File: config.mk
export PLATFORM = sky130hd
export DESIGN_NAME = srwc_frame_track
export DESIGN_NICKNAME = d
export VERILOG_FILES = /design/src/rtl/core/srwc_pkg.sv /design/src/rtl/core/srwc_frame_track.sv
export SDC_FILE = /design/constraint.sdc
export NUM_CORES = 1
export LEC_CHECK = 0
export BUFFER_PORTS_ARGS = -buffer_cell sky130_fd_sc_hd__buf_2
export CAP_MARGIN = 20
export CORE_UTILIZATION = 30
export DETAILED_ROUTE_END_ITERATION = 6
export GPL_TIMING_DRIVEN = 0
export PLACE_DENSITY = 0.52
export SLEW_MARGIN = 15
export SYNTH_ARGS = -nofsm -noshare
export SYNTH_HDL_FRONTEND = slang
export SYNTH_SLANG_ARGS = --single-unit
File: constraint.sdc
create_clock -name clk -period 6.2 [get_ports clk]
set_input_delay 0.62 -clock clk [delete_from_list [all_inputs] [get_ports clk]]
set_output_delay 0.62 -clock clk [all_outputs]
set_load 0.1 [all_outputs]
File: src/rtl/core/srwc_pkg.sv
// ----------------------------------------------------------------------------
// srwc_pkg
// Shared types, constants and the CRC-8 byte update for the sensor response
// word checker.
// ----------------------------------------------------------------------------
package srwc_pkg;

  // frame layout
  localparam int unsigned WORD_COUNT = 9;
  localparam int unsigned WORD_IDX_W = $clog2(WORD_COUNT);
  localparam logic [WORD_IDX_W-1:0] LAST_WORD = WORD_IDX_W'(WORD_COUNT - 1);

  // crc and sentinel constants
  localparam logic [7:0]  CRC_POLY    = 8'h31;
  localparam logic [7:0]  SEED_RESET  = 8'hFF;
  localparam logic [15:0] U_SENTINEL  = 16'hFFFF;
  localparam logic [15:0] S_SENTINEL  = 16'h7FFF;

  // byte role inside a word
  typedef enum logic [1:0] {
    PH_HIGH = 2'd0,
    PH_LOW  = 2'd1,
    PH_CRC  = 2'd2
  } phase_t;

  typedef logic [WORD_COUNT-1:0][15:0] word_array_t;

  // status from the frame tracker for the byte on the input
  typedef struct packed {
    logic last;   // byte closes a response
    logic good;   // all word crcs matched, valid with last
  } frame_status_t;

  // crc-8, msb first, no reflection, no final xor
  function automatic logic [7:0] crc8_byte(input logic [7:0] crc, input logic [7:0] b);
    logic [7:0] c;
    c = crc ^ b;
    for (int i = 0; i < 8; i++) begin
      if (c[7]) begin
        c = {c[6:0], 1'b0} ^ CRC_POLY;
      end else begin
        c = {c[6:0], 1'b0};
      end
    end
    return c;
  endfunction

endpackage

File: src/rtl/core/srwc_frame_track.sv
// ----------------------------------------------------------------------------
// srwc_frame_track
// Follows the byte position in a response, runs the per-word CRC-8 and
// stages the received data words.
// ----------------------------------------------------------------------------
module srwc_frame_track (
  input  logic                        clk,
  input  logic                        rst_n,
  input  logic                        take,
  input  logic [7:0]                  rx_byte,
  input  logic                        frame_start,
  input  logic [7:0]                  crc_seed,
  output srwc_pkg::frame_status_t     status,
  output srwc_pkg::word_array_t       staged
);

  srwc_pkg::phase_t                     phase_r, phase_nxt, phase_eff;
  logic [srwc_pkg::WORD_IDX_W-1:0]      word_r, word_nxt, word_eff;
  logic [7:0]                           crc_r, crc_nxt, crc_base;
  logic                                 bad_r, bad_nxt, bad_eff;
  logic [7:0]                           high_r;
  logic                                 crc_miss;
  logic                                 is_last;
  srwc_pkg::word_array_t                staged_r;

  // a frame start forces the first position and clears the error flag
  always_comb begin
    phase_eff = frame_start ? srwc_pkg::PH_HIGH : phase_r;
    word_eff  = frame_start ? '0 : word_r;
    bad_eff   = frame_start ? 1'b0 : bad_r;
    crc_base  = (phase_eff == srwc_pkg::PH_HIGH) ? crc_seed : crc_r;
    crc_miss  = (crc_r != rx_byte);
    is_last   = (phase_eff == srwc_pkg::PH_CRC) && (word_eff == srwc_pkg::LAST_WORD);
  end

  // next position, crc and error flag
  always_comb begin
    phase_nxt = phase_eff;
    word_nxt  = word_eff;
    crc_nxt   = crc_r;
    bad_nxt   = bad_eff;
    case (phase_eff)
      srwc_pkg::PH_HIGH: begin
        crc_nxt   = srwc_pkg::crc8_byte(crc_base, rx_byte);
        phase_nxt = srwc_pkg::PH_LOW;
      end
      srwc_pkg::PH_LOW: begin
        crc_nxt   = srwc_pkg::crc8_byte(crc_base, rx_byte);
        phase_nxt = srwc_pkg::PH_CRC;
      end
      srwc_pkg::PH_CRC: begin
        phase_nxt = srwc_pkg::PH_HIGH;
        if (is_last) begin
          word_nxt = '0;
          bad_nxt  = 1'b0;
        end else begin
          word_nxt = word_eff + 1'b1;
          bad_nxt  = bad_eff | crc_miss;
        end
      end
      default: begin
        phase_nxt = srwc_pkg::PH_HIGH;
        word_nxt  = '0;
        bad_nxt   = 1'b0;
      end
    endcase
  end

  // control state
  always_ff @(posedge clk) begin
    if (!rst_n) begin
      phase_r <= srwc_pkg::PH_HIGH;
      word_r  <= '0;
      crc_r   <= srwc_pkg::SEED_RESET;
      bad_r   <= 1'b0;
    end else if (take) begin
      phase_r <= phase_nxt;
      word_r  <= word_nxt;
      crc_r   <= crc_nxt;
      bad_r   <= bad_nxt;
    end
  end

  // high byte hold and staged words
  always_ff @(posedge clk) begin
    if (take && (phase_eff == srwc_pkg::PH_HIGH)) begin
      high_r <= rx_byte;
    end
    if (take && (phase_eff == srwc_pkg::PH_LOW)) begin
      staged_r[word_eff] <= {high_r, rx_byte};
    end
  end

  assign status.last = is_last;
  assign status.good = !(bad_eff | crc_miss);
  assign staged      = staged_r;

endmodule

==> metrics.md, run 1 <==
| Metric | Value |
|---|---|
| Yosys top cell area share | 0.778 |
| Worst Hold Depth | 2 |
| Clk sinks | 167 |
| Critical Path RT | 5580 ps |
| Setup_tns | 0 ps |
| Worst setup SP type | input pin |
| Post-CTS Setup Bufs | 0 |
| Combinational share of power | 0.057 |
| Sw Ratio | 0.236 |
| Die height | 142 um |
| Reg2Reg Depth | 4 |
| Clock slew at reported path FFs | 70 ps |
| Via count | 3334 |
| Die area | 20100 um2 |
| Mapped Area | 5870 um2 |
| Post-Syn Area per Cell | 19.2 um2 |
| Hold path startpoint | crc_r[3] |
| R2r setup slk | 3940 ps |
| Crit path largest cell delay | 560 ps |
| Rel. slew slack | 0.316 |
| CP max stage cell | a2111oi_0 |
| Sequential-to-total area share from yosys stat | 0.829 |
| Yosys reg bits | 167 |
| Final hold violation count | 0 |
| RSZ-0062 raised after global routing | false |
| Final Setup Violations | 0 |
| Post-Layout Inst Area | 7670 um2 |
| Hold slack | 511 ps |
| Worst-path cell chain | buf_2 > xor2_1 > a2111oi_0 > nand4_1 > nor3_1 > buf_2 |
| Fin. max-slew vios | 0 |
| Core footprint | 19000 um2 |
| Synth area leaders | edfxtp_1 78%, dfxtp_1 5.1%, xnor2_1 1.6% |
| Antenna-violating nets left | 0 |
| Syn Nets | 329 |
| DRC | 0 |
| Die Wd | 142 um |
| Reg power frac | 0.515 |
| Setup crit end kind | output port |
| Worst-Skew Late Latency | 420 ps |
| Critical Path Fanout Max | 12 |
| Largest net degree at the start of global routing | 19 |
| Peak VDD IR | 0.138 mV |
| Final net count | 515 |
| Clock Tree Root | clkbuf_16 |
| Launch point of the worst reg-to-reg path | word_r[2] |
| Antenna Cells | 0 |
| Detailed Place HPWL | 9640 um |
| H-tree lvl count | 4 |
| Fraction of layout cells with a size suffix above 1 | 0.418 |
| Routed WL per cell | 18.2 um |
| Grt total ovfl | 0 |
| Initial core utilization | 0.309 |
| Clock power share | 0.428 |
| Total global-route track usage | 0.143 |
| Yosys Warn Count | 0 |
| Clock Tree Buf Depth | 2 |
| Max cap viols | 0 |
| Reg2Reg Capture Point | staged[101] |
| Post-CTS sizing | 0 |
| Buffers on Ports | 163 |
| CTS Hold Buffers Added | 0 |
| Global-route wire length before repair | 20700 um |
| CP Buf/Inv Count | 2 |
| CTS tree | built |
| Leak | 2.84 nW |
| Most used flip-flop cell after synthesis | edfxtp_1 |
| # IOs | 166 |
| Most used cell, CP | buf_2 |
| Dominant cell type by area after synthesis | edfxtp_1 |
| Vias in the first global route | 3354 |
| Kind of critical path | input pin to output port |
| Number of detailed-route iterations in the first pass | 4 |
| Initial antenna violation count | 0 |
| Placed Area | 7070 um2 |
| CP top delay family | buffers and inverters |
| Number of synthesized flops with an enable pin | 152 |
| Int Pwr | 1.88 mW |
| Power Density | 320 nW/um2 |
| Post-synth ARST share | 0 |
| NetSw | 0.579 mW |
| Clock skew | 10.2 ps |
| Minimum clock period after layout | 3140 ps |
| CTS buffer count | 17 |
| Routability Congestion | 0.724 |
| Via density | 4.36 |
| Worst hold path class | flip-flop to flip-flop |
| Status | finished clean |
| Initial DRC Count | 185 |
| Netlist cell types | 43 |
| WHS Endpoint | crc_r[3] |
| Rows | 50 |
| Fin crit share | 0.506 |
| Final wirelength | 13900 um |
| F_max | 319 MHz |
| Worst EP arrival | 2520 ps |
| Area growth, synth to finish | 30.8% |
| Slew @ Worst Pin | 1030 ps |
| Synth Instances | 306 |
power by group through the flow:
stage | clock (mW) | combinational, mW | sequential, mW
3_5_place_dp | 0 | 0.143 | 1.29
6_report | 1.05 | 0.141 | 1.26
4_1_cts | 1.07 | 0.144 | 1.26
5_1_grt | 1.11 | 0.154 | 1.27
2_1_floorplan | 0 | 0.0875 | 1.30
3_3_place_gp | 0 | 0.141 | 1.29
logic make-up after synthesis:
kind of cell | after synthesis | share of synthesized area
buf+inv | 11 | 0.0102
mux | 10 | 0.0198
fa+ha+maj | 3 | 0.00640
simple gates | 67 | 0.0606
compound gates | 23 | 0.0260
xor+xnor | 25 | 0.0476
flops | 167 | 0.829
metal layers:
metal  global-route usage  routed length (um)  up-vias
li1                     -                   -     1538
met1                0.178                6110     1650
met2                0.234                6700      131
met3               0.0418                 867       15
met4               0.0555                 222        0
met5                    0                   0        -
synth_stat cells, types with 2 or more instances:
library cell  instances
o211ai_1              4
nand3_1               6
nor2_1               10
xor2_1               10
clkbuf_1              3
nor3_1                9
nand4_1               2
or3_1                 2
a21oi_1               2
and3_1                2
a21boi_0              2
edfxtp_1            152
dfxtp_1              15
o21ai_0               6
and2_1               11
mux2i_1               8
inv_1                 5
buf_6                 2
nor4_1                3
nor3b_1               5
nor2b_1               3
xnor2_1              11
ha_1                  3
nand2_1              11
through the flow:
step                      utilization  power, mW  setup WS, ps  cells
after floorplan                     -       1.39          2210    306
final                           0.405       2.45          3060    765
after global placement          0.370       1.43          1850    729
after CTS                       0.405       2.48          3080    765
after global routing            0.405       2.53          2950    765
after detailed placement        0.373       1.43          3090    733
layout make-up:
cell class / instances / area (um2)
plain buffers: 6 / 41.3
clock buffers: 17 / 425
clock inverters: 15 / 173
fillers: 1779 / 11300
inverters: 5 / 18.8
multi-input cells: 128 / 951
flip-flops and latches: 167 / 4860
well taps: 260 / 325
repair buffers: 167 / 873
tightest hold or removal path: cells and delay by family (launching register included):
| kind | cells | cell delay (ps) |
|---|---|---|
| AOI/OAI and AO/OA | 1 | 70 |
| and+or+nand+nor | 1 | 60 |
| DFF | 1 | 330 |
state kept, by name, summed over array words and instances, names as in the netlist:
signal	count
phase_r	2
crc_r	8
high_r	8
bad_r	1
staged	144
word_r	4
how the worst max path moves through the flow:
stage,from,end,slack [ps],cells after the start
global placement,take,staged[137],1850,4
floorplan,frame_start,bad_r,2210,7
global route,rx_byte[6],status[0],2950,6
CTS,rx_byte[6],status[0],3080,6
finish,rx_byte[6],status[0],3060,6
detailed placement,rx_byte[6],status[0],3090,6
layout by cell type, fill, tap and decap left out, types with 3 or more instances in the layout:
cell	count
buf_2	163
edfxtp_1	152
clkbuf_16	17
dfxtp_1	15
nand2_1	11
and2_1	11
xnor2_1	11
xor2_1	10
nor3_1	8
nor2_1	8
mux2i_1	8
o21ai_0	6
nand3_1	6
inv_6	6
inv_1	5
nor3b_1	5
o211ai_1	4
nor2b_1	3
clkbuf_1	3
nor4_1	3
ha_1	3
buf_4	3
inv_8	3
No activity file was read; power rests on OpenSTA's default activity.
==> inputs of run 2 (changes only) <==
- ABC_AREA: not set -> 1
- clock period: 6.2 -> 3.24 ns (I/O delays scaled with it)
==> metrics.md, run 2 <==
| Metric | Value |
|---|---|
| Die Wd | 144 um (+1.3%) |
| Yosys top cell area share | 0.758 (-0.0202) |
| Worst Hold Depth | 2 (unchanged) |
| Area growth, synth to finish | 32.5% |
| Initial core utilization | 0.307 (-0.00204) |
| F_max | 360 MHz |
| Overall power | 4.84 mW (+97%) |
| Number of synthesized flops with an enable pin | 152 (unchanged) |
| Peak VDD IR | 0.326 mV (+140%) |
| Max cap viols | 0 (unchanged) |
| Detailed Place HPWL | 10500 um (+9.2%) |
| DRC | 0 (unchanged) |
| Most frequent cell after synthesis | edfxtp_1 |
| Fin. max-slew vios | 0 (unchanged) |
| Leak | 3.17 nW (+12%) |
| Total global-route track usage | 0.139 (-0.00367) |
| Layout Utilization | 0.407 (+0.00261) |
| Fraction of layout cells with a size suffix above 1 | 0.392 (-0.0257) |
| Minimum clock period after layout | 2770 ps |
| Post-synth ARST share | 0 (unchanged) |
| Hold path startpoint | rst_n |
| Worst-Skew Late Latency | 420 ps (about the same) |
| CTS Hold Buffers Added | 0 (unchanged) |
| Slew @ Worst Pin | 818 ps (-208 ps) |
| Launch point of the worst reg-to-reg path | phase_r[1] |
| Most used flip-flop cell after synthesis | edfxtp_1 |
| Grt total ovfl | 0 (unchanged) |
| WHS Endpoint | crc_r[2] |
| # IOs | 166 (unchanged) |
| H-tree lvl count | 4 (unchanged) |
| Largest net degree at the start of global routing | 17 (-2) |
| Setup_tns | 0 ps (unchanged) |
| CP max stage cell | nor3_2 |
| Dominant cell type by area after synthesis | edfxtp_1 |
| Clock skew | 9.47 ps (-0.703 ps) |
| Global-route wire length before repair | 20800 um (+0.43%) |
| Post-Syn Area per Cell | 15.0 um2 (-22%) |
| Worst EP arrival | 2890 ps (+370 ps) |
| CP startpoint | phase_r[1] |
| Initial DRC Count | 202 (+9.2%) |
| Fill cell count | 1812 (+1.9%) |
| Mapped Area | 6020 um2 (+2.7%) |
| Clk sinks | 167 (unchanged) |
| Final Setup Violations | 0 (unchanged) |
| Netlist cell types | 32 (-26%) |
| Cell depth of the worst setup path | 9 (+3) |
| Initial antenna violation count | 1 (+1) |
| Status | finished clean |
| Power Density | 607 nW/um2 (+90%) |
| Most frequent cells in the layout | 164 x buf_2, 152 x edfxtp_1, 80 x nand2_1 |
| Post-CTS Setup Bufs | 0 (unchanged) |
| Clock slew at reported path FFs | 60 ps (about the same) |
| Crit path largest cell delay | 660 ps (+100 ps) |
| Reg2Reg Capture Point | staged[16] |
| Die height | 144 um (+1.3%) |
| Critical Path Fanout Max | 10 (-2) |
| Kind of critical path | flip-flop to flip-flop |
| Core footprint | 19600 um2 (+3.3%) |
| Antenna-violating nets left | 0 (unchanged) |
| Routed WL per cell | 16.4 um (-9.5%) |
| CP Buf/Inv Count | 5 (+3) |
| Max reg flops | 144 (unchanged) |
| Worst-path cell chain | nand2_2 > buf_4 > inv_1 > nor2_4 > inv_2 > nor2_1 > inv_1 > nor3_2 > buf_4 |
| Critical Path RT | 3360 ps (-2220 ps) |
| Syn Nets | 425 (+29%) |
| Number of detailed-route iterations in the first pass | 4 (unchanged) |
| RSZ-0062 raised after global routing | false |
| Post-CTS sizing | 0 (unchanged) |
| Rows | 51 (+2.0%) |
| Sequential-to-total area share from yosys stat | 0.808 (-0.0215) |
| R2r setup slk | 470 ps (-3470 ps) |
| Yosys Warn Count | 0 (unchanged) |
| Final hold violation count | 0 (unchanged) |
| Buffers on Ports | 164 (+0.61%) |
| Rel. slew slack | 0.452 (+0.135) |
| Pre-CTS setup slack | 323 ps (-2770 ps) |
| Fin crit share | 0.856 |
| Vias in the first global route | 3642 (+8.6%) |
| Synth Instances | 402 (+31%) |
| Worst hold path class | input pin to flip-flop |
| Via count | 3828 (+15%) |
| Routability Congestion | 0.833 (+15%) |
| Antenna Cells | 0 (unchanged) |
| Final net count | 622 (+21%) |
| Post-Layout Inst Area | 7980 um2 (+4.0%) |
| Worst setup SP type | flip-flop |
| Synth cell count leaders | 152 x edfxtp_1, 80 x nand2_1, 34 x inv_1, 28 x nand3_1, 15 x dfxtp_1 |
| Clock Tree Root | clkbuf_16 |
| Final WS setup | 466 ps (-2590 ps) |
| Setup crit end kind | flip-flop |
| Commonest non-fill, non-tap cell in the layout | buf_2 |
| Placed Area | 7340 um2 (+3.7%) |
| Reg2Reg Depth | 9 (+5) |
| CP top delay family | simple AND/OR/NAND/NOR gates |
| Synth area leaders | edfxtp_1 76%, dfxtp_1 5.0%, nand2_1 5.0% |
| Final wirelength | 14400 um (+3.7%) |
| Clock Tree Buf Depth | 2 (unchanged) |
| CTS buffer count | 17 (unchanged) |
| Yosys reg bits | 167 (unchanged) |
| Die area | 20600 um2 (+2.6%) |
| Via density | 4.36 (+0.15%) |
| CTS tree | built |
run 2: cell count changes after synthesis, sizes merged, moves of 4 or more:
| cell | change |
|---|---|
| a21oi | +10 |
| inv | +33 |
| nand3 | +23 |
| and2 | -12 |
| nor2 | +5 |
| mux2i | -10 |
| nor3b | -5 |
| o21ai | +4 |
| xnor2 | -11 |
| nand2 | +78 |
run 2: where the power goes:
group          total, mW  switching (mW)  internal (mW)
Clock               2.15           0.842           1.31
Combinational      0.281           0.199         0.0818
Sequential          2.41          0.0308           2.38
Total               4.84            1.07           3.77
run 2: stage by stage:
stage               hold WS (ps)  std cells
floorplan                    423        402
global placement             488        831
detailed placement           497        845
CTS                          170        877
global route                 169        877
finish                       176        877
run 2: worst max path at each step:
stage | slack, ps | endpoint
global route | 240 | staged[16]
CTS | 430 | staged[19]
finish | 470 | staged[16]
floorplan | 470 | staged[16]
global placement | -1200 | staged[113]
detailed placement | 320 | staged[27]
run 2: cell families (layout without fill, tap and decap cells):
logic type / after synthesis / in the layout / share of synthesized area
adder cells (fa/ha/maj): 3 / 3 / 0.00623
AO/OA/AOI/OAI: 31 / 31 / 0.0293
buffers and inverters: 43 / 253 / 0.0297
XOR/XNOR: 10 / 10 / 0.0158
AND/OR/NAND/NOR: 148 / 148 / 0.111
flip-flops: 167 / 167 / 0.808
run 2: routing by layer:
layer  GRT usage  vias up  routed length, um  part of all wire
li1            -     1831                  -                 -
met1       0.173     1836               6350              0.44
met2       0.229      143               6830              0.47
met3      0.0400       18               1000             0.069
met4      0.0549        0                238             0.017
met5           0        -                  0                 0
run 2: cell type report:
class | count | area [um2] | share of cell area
inverter | 38 | 145 | 0.0182
tap | 265 | 332 | 0.0415
clock inverter | 15 | 215 | 0.0270
buffer | 5 | 33.8 | 0.00423
clock buffer | 17 | 425 | 0.0533
timing repair buffer | 178 | 948 | 0.119
sequential | 167 | 4860 | 0.610
multi-input combinational | 192 | 1020 | 0.127
run 2: worst reg2reg max path, stage by stage (launching register included):
cell and delay [ps]:
dfxtp_1 380, nand2_2 140, buf_4 190, inv_1 80, nor2_4 200, inv_2 150
nor2_1 160, inv_1 190, nor3_2 660, buf_4 330
==> inputs of run 3 (changes only) <==
- ABC_AREA: 1 -> not set
==> metrics.md, run 3 (same netlist as run 1, synthesis figures left out) <==
| Metric | Value |
|---|---|
| Rel. slew slack | 0.330 (-0.121) |
| Slew @ Worst Pin | 1000 ps (+187 ps) |
| Max cap viols | 0 (unchanged) |
| Leak | 2.84 nW (-10%) |
| DRC | 0 (unchanged) |
| Placed cells | 733 (-13%) |
| Minimum clock period after layout | 2570 ps (-208 ps) |
| R2r setup slk | 1000 ps (+530 ps) |
| Clock skew | 14.0 ps (+4.55 ps) |
| Via density | 4.36 (-0.18%) |
| Fill cell count | 1736 (-4.2%) |
| Largest net degree at the start of global routing | 17 (unchanged) |
| Vias in the first global route | 3246 (-11%) |
| Commonest non-fill, non-tap cell in the layout | buf_2 |
| Die height | 142 um (-1.3%) |
| Peak VDD IR | 0.300 mV (-8.0%) |
| Final net count | 515 (-17%) |
| CTS buffer count | 17 (unchanged) |
| Kind of critical path | flip-flop to output port |
| Layout Utilization | 0.405 (-0.00227) |
| Critical Path Fanout Max | 4 (-6) |
| Final Setup Violations | 0 (unchanged) |
| Max reg flops | 144 (unchanged) |
| Multi-input gate area | 956 um2 (-5.9%) |
| Worst-Skew Late Latency | 420 ps (about the same) |
| Non-Filler Instances | 765 (-13%) |
| Global-route wire length before repair | 19800 um (-5.0%) |
| Pre-CTS setup slack | 747 ps (+425 ps) |
| CTS Hold Buffers Added | 0 (unchanged) |
| Crit path largest cell delay | 580 ps (-80 ps) |
| Die Wd | 142 um (-1.3%) |
| Rows | 50 (-2.0%) |
| Final WS setup | 674 ps (+208 ps) |
| Setup crit end kind | output port |
| Clk sinks | 167 (unchanged) |
| Status | finished clean |
| Clock Tree Buf Depth | 2 (unchanged) |
| F_max | 390 MHz (+8.1%) |
| Buffers on Ports | 163 (-0.61%) |
| Number of detailed-route iterations in the first pass | 4 (unchanged) |
| Worst-path cell chain | inv_1 > or4_1 > nor3_1 > buf_4 > buf_2 |
| Antenna Cells | 0 (unchanged) |
| Post-CTS sizing | 0 (unchanged) |
| Area growth, synth to finish | 30.9% |
| CTS tree | built |
| Final hold violation count | 0 (unchanged) |
| Fin crit share | 0.792 (-0.0643) |
| Worst EP arrival | 2240 ps (-650 ps) |
| Clock slew at reported path FFs | 70 ps (about the same) |
| Antenna-violating nets left | 0 (unchanged) |
| Worst hold path class | input pin to flip-flop |
| CP max stage cell | or4_1 |
| Final wirelength | 13500 um (-6.4%) |
| Fraction of layout cells with a size suffix above 1 | 0.418 (+0.0257) |
| Most frequent cells in the layout | 163 x buf_2, 152 x edfxtp_1, 17 x clkbuf_16 |
| Routability Congestion | 0.779 (-6.4%) |
| Worst setup SP type | flip-flop |
| # IOs | 166 (unchanged) |
| Via count | 3333 (-13%) |
| Critical Path RT | 2920 ps (-440 ps) |
| H-tree lvl count | 4 (unchanged) |
| Power Density | 621 nW/um2 (+2.3%) |
| Initial antenna violation count | 0 (-1) |
| RSZ-0062 raised after global routing | false |
| Initial DRC Count | 227 (+12%) |
| FF+latch area | 4860 um2 (unchanged) |
| Detailed Place HPWL | 9400 um (-11%) |
| Routed WL per cell | 17.6 um (+7.3%) |
| Post-CTS Setup Bufs | 0 (unchanged) |
| Total global-route track usage | 0.138 (-0.00154) |
| Setup_tns | 0 ps (unchanged) |
| Clock Tree Root | clkbuf_16 |
| Fin. max-slew vios | 0 (unchanged) |
| Die area | 20100 um2 (-2.6%) |
| Initial core utilization | 0.309 (+0.00204) |
| Grt total ovfl | 0 (unchanged) |
| Hold slack | 238 ps (+61.9 ps) |
| Core footprint | 19000 um2 (-3.2%) |
run 3: final timing paths:
check | depth (start not counted) | endpoint | from
hold / removal | 2 | word_r[2] | rst_n
hold reg to reg | 2 | crc_r[7] | crc_r[7]
setup / recovery | 5 | status[1] | word_r[3]
setup reg to reg | 4 | staged[112] | word_r[2]
run 3: through the flow:
| stage | area [um2] | total power, mW |
|---|---|---|
| global placement | 7010 | 2.73 |
| global route | 7680 | 4.92 |
| floorplan | 5870 | 2.65 |
| CTS | 7680 | 4.81 |
| finish | 7680 | 4.77 |
| detailed placement | 7060 | 2.74 |
run 3: routing by layer:
metal  routed length (um)  vias to the layer above  global-route usage
met5                    0                        -                   0
met4                  282                        0              0.0696
met3                  768                       15              0.0294
met2                 6250                      145               0.219
met1                 6190                     1629               0.179
li1                     -                     1544                   -
run 3: area by class of cell:
type / instances / area share
Multi-Input combinational cell: 128 / 0.124
Sequential cell: 167 / 0.634
Clock buffer: 18 / 0.0559
Buffer: 6 / 0.00538
Tap cell: 260 / 0.0424
Timing Repair Buffer: 167 / 0.112
Inverter: 5 / 0.00244
Clock inverter: 14 / 0.0243
run 3: report_power, final:
group          switching, mW  internal [mW]
Combinational          0.163          0.105
Sequential            0.0379           2.38
Clock                  0.844           1.24
Total                   1.05           3.72
run 3: critical path, delay by kind of cell (launching register included):
family | cells | cell delay, ps
buffers and inverters | 3 | 650
DFF | 1 | 370
and+or+nand+nor | 2 | 800
